### config.mk
export PLATFORM = sky130hd
export DESIGN_NAME = xml_text_escape_utf8_top
export DESIGN_NICKNAME = d
export VERILOG_FILES = /design/src/design/xte_pkg.sv /design/src/design/xml_text_escape_utf8_top.sv /design/src/design/xte_encoder.sv /design/src/design/xte_serializer.sv
export SDC_FILE = /design/constraint.sdc
export NUM_CORES = 1
export LEC_CHECK = 0
export ABC_AREA = 1
export BUFFER_PORTS_ARGS = -buffer_cell sky130_fd_sc_hd__buf_2
export CELL_PAD_IN_SITES_DETAIL_PLACEMENT = 0
export CELL_PAD_IN_SITES_GLOBAL_PLACEMENT = 1
export CORE_UTILIZATION = 41
export DETAILED_ROUTE_END_ITERATION = 12
export PLACE_DENSITY = 0.79
export SYNTH_ARGS = -nofsm -noshare
export SYNTH_HDL_FRONTEND = slang
export SYNTH_HIERARCHICAL = 1
export SYNTH_SLANG_ARGS = --single-unit
### constraint.sdc
create_clock -name clk -period 2.5 [get_ports clk]
set_input_delay 0.375 -clock clk [delete_from_list [all_inputs] [get_ports clk]]
set_output_delay 0.375 -clock clk [all_outputs]
set_load 0.02 [all_outputs]
### src/design/xte_pkg.sv
// ----------------------------------------------------------------------------
// xte_pkg
// Types and constants shared by the XML text escaper with UTF-8 output.
// ----------------------------------------------------------------------------
`default_nettype none

package xte_pkg;

    localparam int CP_W      = 21;
    localparam int SEQ_BYTES = 6;
    localparam int CNT_W     = 3;

    typedef logic [SEQ_BYTES-1:0][7:0] seq_t;

    // Byte sequence for one character, byte 0 goes out first.
    typedef struct packed {
        seq_t             bytes;
        logic [CNT_W-1:0] cnt;
        logic             byte_valid;
        logic             last;
    } enc_t;

    localparam logic [CP_W-1:0] CP_TAB       = 21'h00009;
    localparam logic [CP_W-1:0] CP_LF        = 21'h0000A;
    localparam logic [CP_W-1:0] CP_VT        = 21'h0000B;
    localparam logic [CP_W-1:0] CP_FF        = 21'h0000C;
    localparam logic [CP_W-1:0] CP_AMP       = 21'h00026;
    localparam logic [CP_W-1:0] CP_LT        = 21'h0003C;
    localparam logic [CP_W-1:0] CP_GT        = 21'h0003E;
    localparam logic [CP_W-1:0] CP_CTRL_LIM  = 21'h00020;
    localparam logic [CP_W-1:0] CP_SURR_LO   = 21'h0D800;
    localparam logic [CP_W-1:0] CP_SURR_HI   = 21'h0DFFF;
    localparam logic [CP_W-1:0] CP_MAX       = 21'h10FFFF;
    localparam logic [CP_W-1:0] CP_REPLACE   = 21'h0FFFD;
    localparam logic [CP_W-1:0] CP_LIM_1B    = 21'h00080;
    localparam logic [CP_W-1:0] CP_LIM_2B    = 21'h00800;
    localparam logic [CP_W-1:0] CP_LIM_3B    = 21'h10000;

    localparam seq_t ESC_LT  = 48'h0000_3b74_6c26; // &lt;
    localparam seq_t ESC_GT  = 48'h0000_3b74_6726; // &gt;
    localparam seq_t ESC_AMP = 48'h003b_706d_6126; // &amp;
    localparam seq_t ESC_BR  = 48'h003e_2f72_623c; // <br/>
    localparam seq_t ESC_CBR = 48'h3e2f_7262_633c; // <cbr/>
    localparam seq_t ESC_PBR = 48'h3e2f_7262_703c; // <pbr/>

endpackage

`default_nettype wire

### src/design/xml_text_escape_utf8_top.sv
// ----------------------------------------------------------------------------
// xml_text_escape_utf8_top
// XML text escaper: one Unicode code point in, escaped UTF-8 bytes out.
//
// Input channel (cp_valid/cp_ready) takes one word per character:
// code_point and last_char. Output channel (res_valid/res_ready) gives one
// word per byte: out_byte, byte_valid, char_done, string_end.
// A character yields 1 to 6 output words (escapes up to 6 bytes, UTF-8 up
// to 4). A dropped control character yields none, or a single end marker
// with byte_valid 0 when it closes the string.
// An accepted character goes into the character buffer; its bytes move one
// at a time from there into the byte-wide output register, and the next
// character is taken in the cycle its last byte moves to the output
// register. Dropped characters that give nothing are accepted without
// entering the character buffer.
// Reset clears the valid flags of the character buffer and the output
// register. When the receiver stalls, the output word holds and cp_ready
// drops once the buffered character has no room to drain.
// ----------------------------------------------------------------------------
`default_nettype none

module xml_text_escape_utf8_top (
    input  wire logic        clk,
    input  wire logic        rst_n,
    input  wire logic        cp_valid,
    output logic             cp_ready,
    input  wire logic [20:0] code_point,
    input  wire logic        last_char,
    output logic             res_valid,
    input  wire logic        res_ready,
    output logic [7:0]       out_byte,
    output logic             byte_valid,
    output logic             char_done,
    output logic             string_end
);

    xte_pkg::enc_t enc;

    xte_encoder u_encoder (
        .code_point (code_point),
        .last_char  (last_char),
        .enc        (enc)
    );

    xte_serializer u_serializer (
        .clk        (clk),
        .rst_n      (rst_n),
        .load_valid (cp_valid),
        .load_ready (cp_ready),
        .enc        (enc),
        .res_valid  (res_valid),
        .res_ready  (res_ready),
        .out_byte   (out_byte),
        .byte_valid (byte_valid),
        .char_done  (char_done),
        .string_end (string_end)
    );

endmodule

`default_nettype wire

### src/design/xte_encoder.sv
// ----------------------------------------------------------------------------
// xte_encoder
// Maps one code point to its escaped UTF-8 byte sequence and length.
// ----------------------------------------------------------------------------
`default_nettype none

module xte_encoder (
    input  wire logic [xte_pkg::CP_W-1:0] code_point,
    input  wire logic                     last_char,
    output xte_pkg::enc_t                 enc
);

    logic [xte_pkg::CP_W-1:0] cp_s;

    always_comb
    begin
        if ((code_point inside {[xte_pkg::CP_SURR_LO:xte_pkg::CP_SURR_HI]}) ||
            code_point > xte_pkg::CP_MAX)
        begin
            cp_s = xte_pkg::CP_REPLACE;
        end
        else
        begin
            cp_s = code_point;
        end
    end

    always_comb
    begin
        enc            = '0;
        enc.last       = last_char;
        enc.byte_valid = 1'b1;
        case (code_point)
            xte_pkg::CP_LT:
            begin
                enc.bytes = xte_pkg::ESC_LT;
                enc.cnt   = 3'd4;
            end
            xte_pkg::CP_GT:
            begin
                enc.bytes = xte_pkg::ESC_GT;
                enc.cnt   = 3'd4;
            end
            xte_pkg::CP_AMP:
            begin
                enc.bytes = xte_pkg::ESC_AMP;
                enc.cnt   = 3'd5;
            end
            xte_pkg::CP_LF:
            begin
                enc.bytes = xte_pkg::ESC_BR;
                enc.cnt   = 3'd5;
            end
            xte_pkg::CP_VT:
            begin
                enc.bytes = xte_pkg::ESC_CBR;
                enc.cnt   = 3'd6;
            end
            xte_pkg::CP_FF:
            begin
                enc.bytes = xte_pkg::ESC_PBR;
                enc.cnt   = 3'd6;
            end
            xte_pkg::CP_TAB:
            begin
                enc.bytes[0] = code_point[7:0];
                enc.cnt      = 3'd1;
            end
            default:
            begin
                if (code_point < xte_pkg::CP_CTRL_LIM)
                begin
                    // dropped control: end marker only if it closes the string
                    enc.byte_valid = 1'b0;
                    enc.cnt        = last_char ? 3'd1 : 3'd0;
                end
                else if (cp_s < xte_pkg::CP_LIM_1B)
                begin
                    enc.bytes[0] = cp_s[7:0];
                    enc.cnt      = 3'd1;
                end
                else if (cp_s < xte_pkg::CP_LIM_2B)
                begin
                    enc.bytes[0] = {3'b110, cp_s[10:6]};
                    enc.bytes[1] = {2'b10, cp_s[5:0]};
                    enc.cnt      = 3'd2;
                end
                else if (cp_s < xte_pkg::CP_LIM_3B)
                begin
                    enc.bytes[0] = {4'b1110, cp_s[15:12]};
                    enc.bytes[1] = {2'b10, cp_s[11:6]};
                    enc.bytes[2] = {2'b10, cp_s[5:0]};
                    enc.cnt      = 3'd3;
                end
                else
                begin
                    enc.bytes[0] = {5'b11110, cp_s[20:18]};
                    enc.bytes[1] = {2'b10, cp_s[17:12]};
                    enc.bytes[2] = {2'b10, cp_s[11:6]};
                    enc.bytes[3] = {2'b10, cp_s[5:0]};
                    enc.cnt      = 3'd4;
                end
            end
        endcase
    end

endmodule

`default_nettype wire

### src/design/xte_serializer.sv
// ----------------------------------------------------------------------------
// xte_serializer
// Holds one encoded character and shifts its bytes into the output register.
// ----------------------------------------------------------------------------
`default_nettype none

module xte_serializer (
    input  wire logic          clk,
    input  wire logic          rst_n,
    input  wire logic          load_valid,
    output logic               load_ready,
    input  wire xte_pkg::enc_t enc,
    output logic               res_valid,
    input  wire logic          res_ready,
    output logic [7:0]         out_byte,
    output logic               byte_valid,
    output logic               char_done,
    output logic               string_end
);

    logic                      buf_valid_reg;
    logic                      buf_valid_next;
    xte_pkg::seq_t             bytes_reg;
    xte_pkg::seq_t             bytes_next;
    logic [xte_pkg::CNT_W-1:0] rem_reg;
    logic [xte_pkg::CNT_W-1:0] rem_next;
    logic                      mark_reg;
    logic                      mark_next;
    logic                      last_reg;
    logic                      last_next;

    logic                      out_valid_reg;
    logic                      out_valid_next;
    logic [7:0]                out_byte_reg;
    logic                      out_bv_reg;
    logic                      out_done_reg;
    logic                      out_end_reg;

    logic                      out_free;
    logic                      emit;
    logic                      final_byte;
    logic                      load;

    assign out_free   = !out_valid_reg || res_ready;
    assign emit       = buf_valid_reg && out_free;
    assign final_byte = rem_reg == xte_pkg::CNT_W'(1);
    assign load_ready = !buf_valid_reg || (emit && final_byte);
    assign load       = load_valid && load_ready && (enc.cnt != '0);

    always_comb
    begin
        buf_valid_next = buf_valid_reg;
        bytes_next     = bytes_reg;
        rem_next       = rem_reg;
        mark_next      = mark_reg;
        last_next      = last_reg;
        if (load)
        begin
            buf_valid_next = 1'b1;
            bytes_next     = enc.bytes;
            rem_next       = enc.cnt;
            mark_next      = enc.byte_valid;
            last_next      = enc.last;
        end
        else if (emit)
        begin
            buf_valid_next = !final_byte;
            bytes_next     = bytes_reg >> 8;
            rem_next       = rem_reg - xte_pkg::CNT_W'(1);
        end
    end

    always_comb
    begin
        if (emit)
        begin
            out_valid_next = 1'b1;
        end
        else if (res_ready)
        begin
            out_valid_next = 1'b0;
        end
        else
        begin
            out_valid_next = out_valid_reg;
        end
    end

    always_ff @(posedge clk or negedge rst_n)
    begin
        if (!rst_n)
        begin
            buf_valid_reg <= 1'b0;
            out_valid_reg <= 1'b0;
        end
        else
        begin
            buf_valid_reg <= buf_valid_next;
            out_valid_reg <= out_valid_next;
        end
    end

    always_ff @(posedge clk)
    begin
        bytes_reg <= bytes_next;
        rem_reg   <= rem_next;
        mark_reg  <= mark_next;
        last_reg  <= last_next;
        if (emit)
        begin
            out_byte_reg <= bytes_reg[0];
            out_bv_reg   <= mark_reg;
            out_done_reg <= final_byte;
            out_end_reg  <= final_byte && last_reg;
        end
    end

    assign res_valid  = out_valid_reg;
    assign out_byte   = out_byte_reg;
    assign byte_valid = out_bv_reg;
    assign char_done  = out_done_reg;
    assign string_end = out_end_reg;

    a_rem_nonzero: assert property (@(posedge clk) disable iff (!rst_n)
        buf_valid_reg |-> rem_reg != '0)
        else $error("held character has no bytes left");

    a_mark_single: assert property (@(posedge clk) disable iff (!rst_n)
        buf_valid_reg && !mark_reg |-> rem_reg == xte_pkg::CNT_W'(1) && last_reg)
        else $error("end marker is not a single closing result");

    a_marker_closes: assert property (@(posedge clk) disable iff (!rst_n)
        out_valid_reg && !out_bv_reg |-> out_done_reg && out_end_reg)
        else $error("end marker without string end");

    a_end_done: assert property (@(posedge clk) disable iff (!rst_n)
        out_valid_reg && out_end_reg |-> out_done_reg)
        else $error("string end before character done");

endmodule

`default_nettype wire

==> metrics.yaml <==
wl_um: 10300
grt_pass1_wl_um: 16800
p_seq_frac: 0.456
finalClockSkew_ns: 0.0110
drv_cap: 0
synth_area_per_cell_um2: 8.36
worstPathCellList: "buf_2 -> nor2_1 -> nand3_1 -> nor2_2 -> buf_12 -> nand3_1 -> nand2_1 -> inv_1 -> nand2_1 -> nor2_2 -> nand2_1 -> nand2_1 -> nor2_1 -> nand2_1 -> nand3_4 -> buf_4 -> inv_1"
drive_gt1_frac: 0.280
drt_iter0_drc: 335
firstDrtPassIters: 7
gr-total-overflow: 0
cts_tree: "built"
drc: 0
syn_area_mm2: 0.00420
finalHoldViolCount: 0
p_int_mw: 3.13
powerDensity_mw_per_mm2: 926
synth_seq_area_share: 0.470
fin_nets: 613
max_stage_delay_ns: 0.23
netSwitchingFraction: 0.340
endpoint_kind: "flip-flop"
cp_max_fo: 17
cp_num_buf_inv: 5
maxSlewViolCount: 0
grt_max_degree: 34
ys_warn_count: 6
clkTransAtPathRegs_ns: 0.07
cts_setup_buffers: 0
hold_class: "input port to flip-flop"
min_period_ns: 2.26
drtAntennaViolNets: 0
cts_buffers: 9
antenna_cells: 0
cp.required_ns: 2.59
pwr-share-clk: 0.206
initial_core_util: 0.425
netlist.area_leader.share: 0.458
io_pins: 39
crit_top_cell: "nand2_1"
synthCells: 502
core_area_mm2: 0.00986
placed_area_mm2: 0.00489
vias_per_cell: 5.06
yosys_register_bits: 66
fin_crit_sh: 0.904
place_hpwl_um: 7910
fill_cells: 953
comb_power_share: 0.338
insertion_delay_ns: 0.34
antenna_found_initial: 0
yosysUniqueCellTypes: 37
fin_cells: 723
rows: 36
synthTopCellsByArea: "edfxtp_1 (46%), nand2_1 (14%), nand4_1 (7.8%), inv_1 (4.1%), nand3_1 (3.3%)"
cp.arrival_ns: 2.35
slowest_stage: "buf_4"
status: "finished, final reports clean"
place_inst: 706
rsz0062_at_grt: "no"
critPathKind: "input port to flip-flop"
p_switching_mw: 1.62
synth_top_area_cell: "edfxtp_1"
finalSetupViolCount: 0
ir_worst_vdd_uv: 413
fp.dieW_um: 103
leakage_nw: 2.38
largest_reg_flops: 48
clkSinkCount: 66
track_usage: 0.213
fmax_mhz: 443
vias: 3655
final_cell_area_mm2: 0.00513
dieHeight_um: 103
cp_top_family: "simple AND/OR/NAND/NOR gates"
cts_root_buf: "clkbuf_8"
htree_levels: 3
cp-start-kind: "input port"
area_growth_syn_to_layout_pct: 22.2
routedWlPerCell_um: 14.3
cts_max_path_buffers: 2
dieArea_mm2: 0.0106
first_global_vias: 3419
place_congestion: 0.973
portBuffers: 38
==> path summary, 6_finish.rpt <==
| check | startpoint | slack (ns) | endpoint | depth (start not counted) |
|---|---|---|---|---|
| setup / recovery | code_point[8] | 0.24 | u_serializer/mark_reg | 17 |
| hold reg to reg | u_serializer/bytes_reg[1] | 0.41 | u_serializer/out_byte[1] | 0 |
| hold / removal | last_char | 0.25 | u_serializer/last_reg | 1 |
| min in group asynchronous | rst_n | 0.35 | u_serializer/res_valid | 2 |
| setup reg to reg | u_serializer/rem_reg[1] | 0.70 | u_serializer/bytes_reg[8] | 10 |
| max in group asynchronous | rst_n | 2.06 | u_serializer/buf_valid_reg | 2 |
==> power by group through the flow <==
stage | clock [mW] | sequential (mW) | combinational (mW)
3_5_place_dp | 0 | 2.20 | 1.62
3_3_place_gp | 0 | 2.19 | 1.59
2_1_floorplan | 0 | 2.28 | 0.968
5_1_grt | 1.06 | 2.23 | 1.82
6_report | 0.976 | 2.17 | 1.60
4_1_cts | 1.01 | 2.18 | 1.62
==> metal layers <==
layer  global-route usage  share of wire  up-vias
li1                     -              -     1852
met1                0.291           0.48     1664
met2                0.331           0.45      122
met3               0.0434          0.052       17
met4               0.0823          0.017        0
met5                    0              0        -
==> logic make-up after synthesis <==
kind of cell               share of synthesized area
and+or+nand+nor                                0.361
buffers and inverters                          0.110
DFF                                            0.470
AOI/OAI and AO/OA                             0.0498
adders and majority gates                    0.00596
xor gates and xnor gates                     0.00209
other                                       0.000894
==> layout by cell type, fill, tap and decap left out, drive strengths merged <==
master / instances
o21ai: 20
conb: 5
nand4: 53
a21oi: 2
ha: 2
nor3b: 1
nor2: 48
inv: 56
bufinv: 2
xor2: 1
buf: 103
a22oi: 1
edfxtp: 64
clkbuf: 9
nand2: 162
o221ai: 3
o21bai: 1
nor4: 1
nand3: 37
dfrtp: 2
nor3: 3
clkinv: 4
dlygate4sd3: 1
or2: 1
clkinvlp: 1
o2111ai: 2
o211ai: 4
a31oi: 1
==> Yosys cell counts, drive strengths merged <==
cell,instances
a21oi,2
a22oi,1
a31oi,1
buf,28
clkbuf,8
conb,1
dfrtp,2
edfxtp,64
ha,2
inv,56
nand2,162
nand3,37
nand4,53
nor2,48
nor3,3
nor3b,1
nor4,1
o2111ai,2
o211ai,4
o21ai,20
o21bai,1
o221ai,3
or2,1
xor2,1
==> area by class of cell <==
cell class / instances / area (µm²) / share of cell area
Multi-Input combinational cell: 348 / 1800 / 0.351
Clock buffer: 9 / 124 / 0.0242
Timing Repair Buffer: 104 / 763 / 0.149
Clock inverter: 7 / 93.8 / 0.0183
Sequential cell: 66 / 1970 / 0.385
Inverter: 56 / 210 / 0.0410
Tap cell: 133 / 166 / 0.0325
==> what timing repair did <==
item,in CTS,in global routing
hold buffers,1,0
endpoints found under the hold margin,2,0
gates resized for setup,0,1
endpoints found under the setup margin,0,2
==> through the flow <==
step	TNS, ns	total power [mW]	hold WS [ns]	setup WS, ns	utilization
3_5_place_dp	-2.37	3.81	0.162	-0.0817	0.496
2_1_floorplan	0	3.25	0.0794	0.0140	-
4_1_cts	0	4.81	0.227	0.271	0.519
6_report	0	4.75	0.245	0.240	0.520
5_1_grt	0	5.11	0.226	0.00981	0.520
3_3_place_gp	-1.12	3.78	0.165	-0.0409	0.496
==> worst register-to-register path: cells and delay by family, from the launching register on <==
family / cells / cell delay, ns
AND/OR/NAND/NOR: 6 / 0.70
buffers and inverters: 3 / 0.36
flip-flops: 1 / 0.36
adder cells (fa/ha/maj): 1 / 0.14
Note: power is estimated with default switching activity, not from simulation.
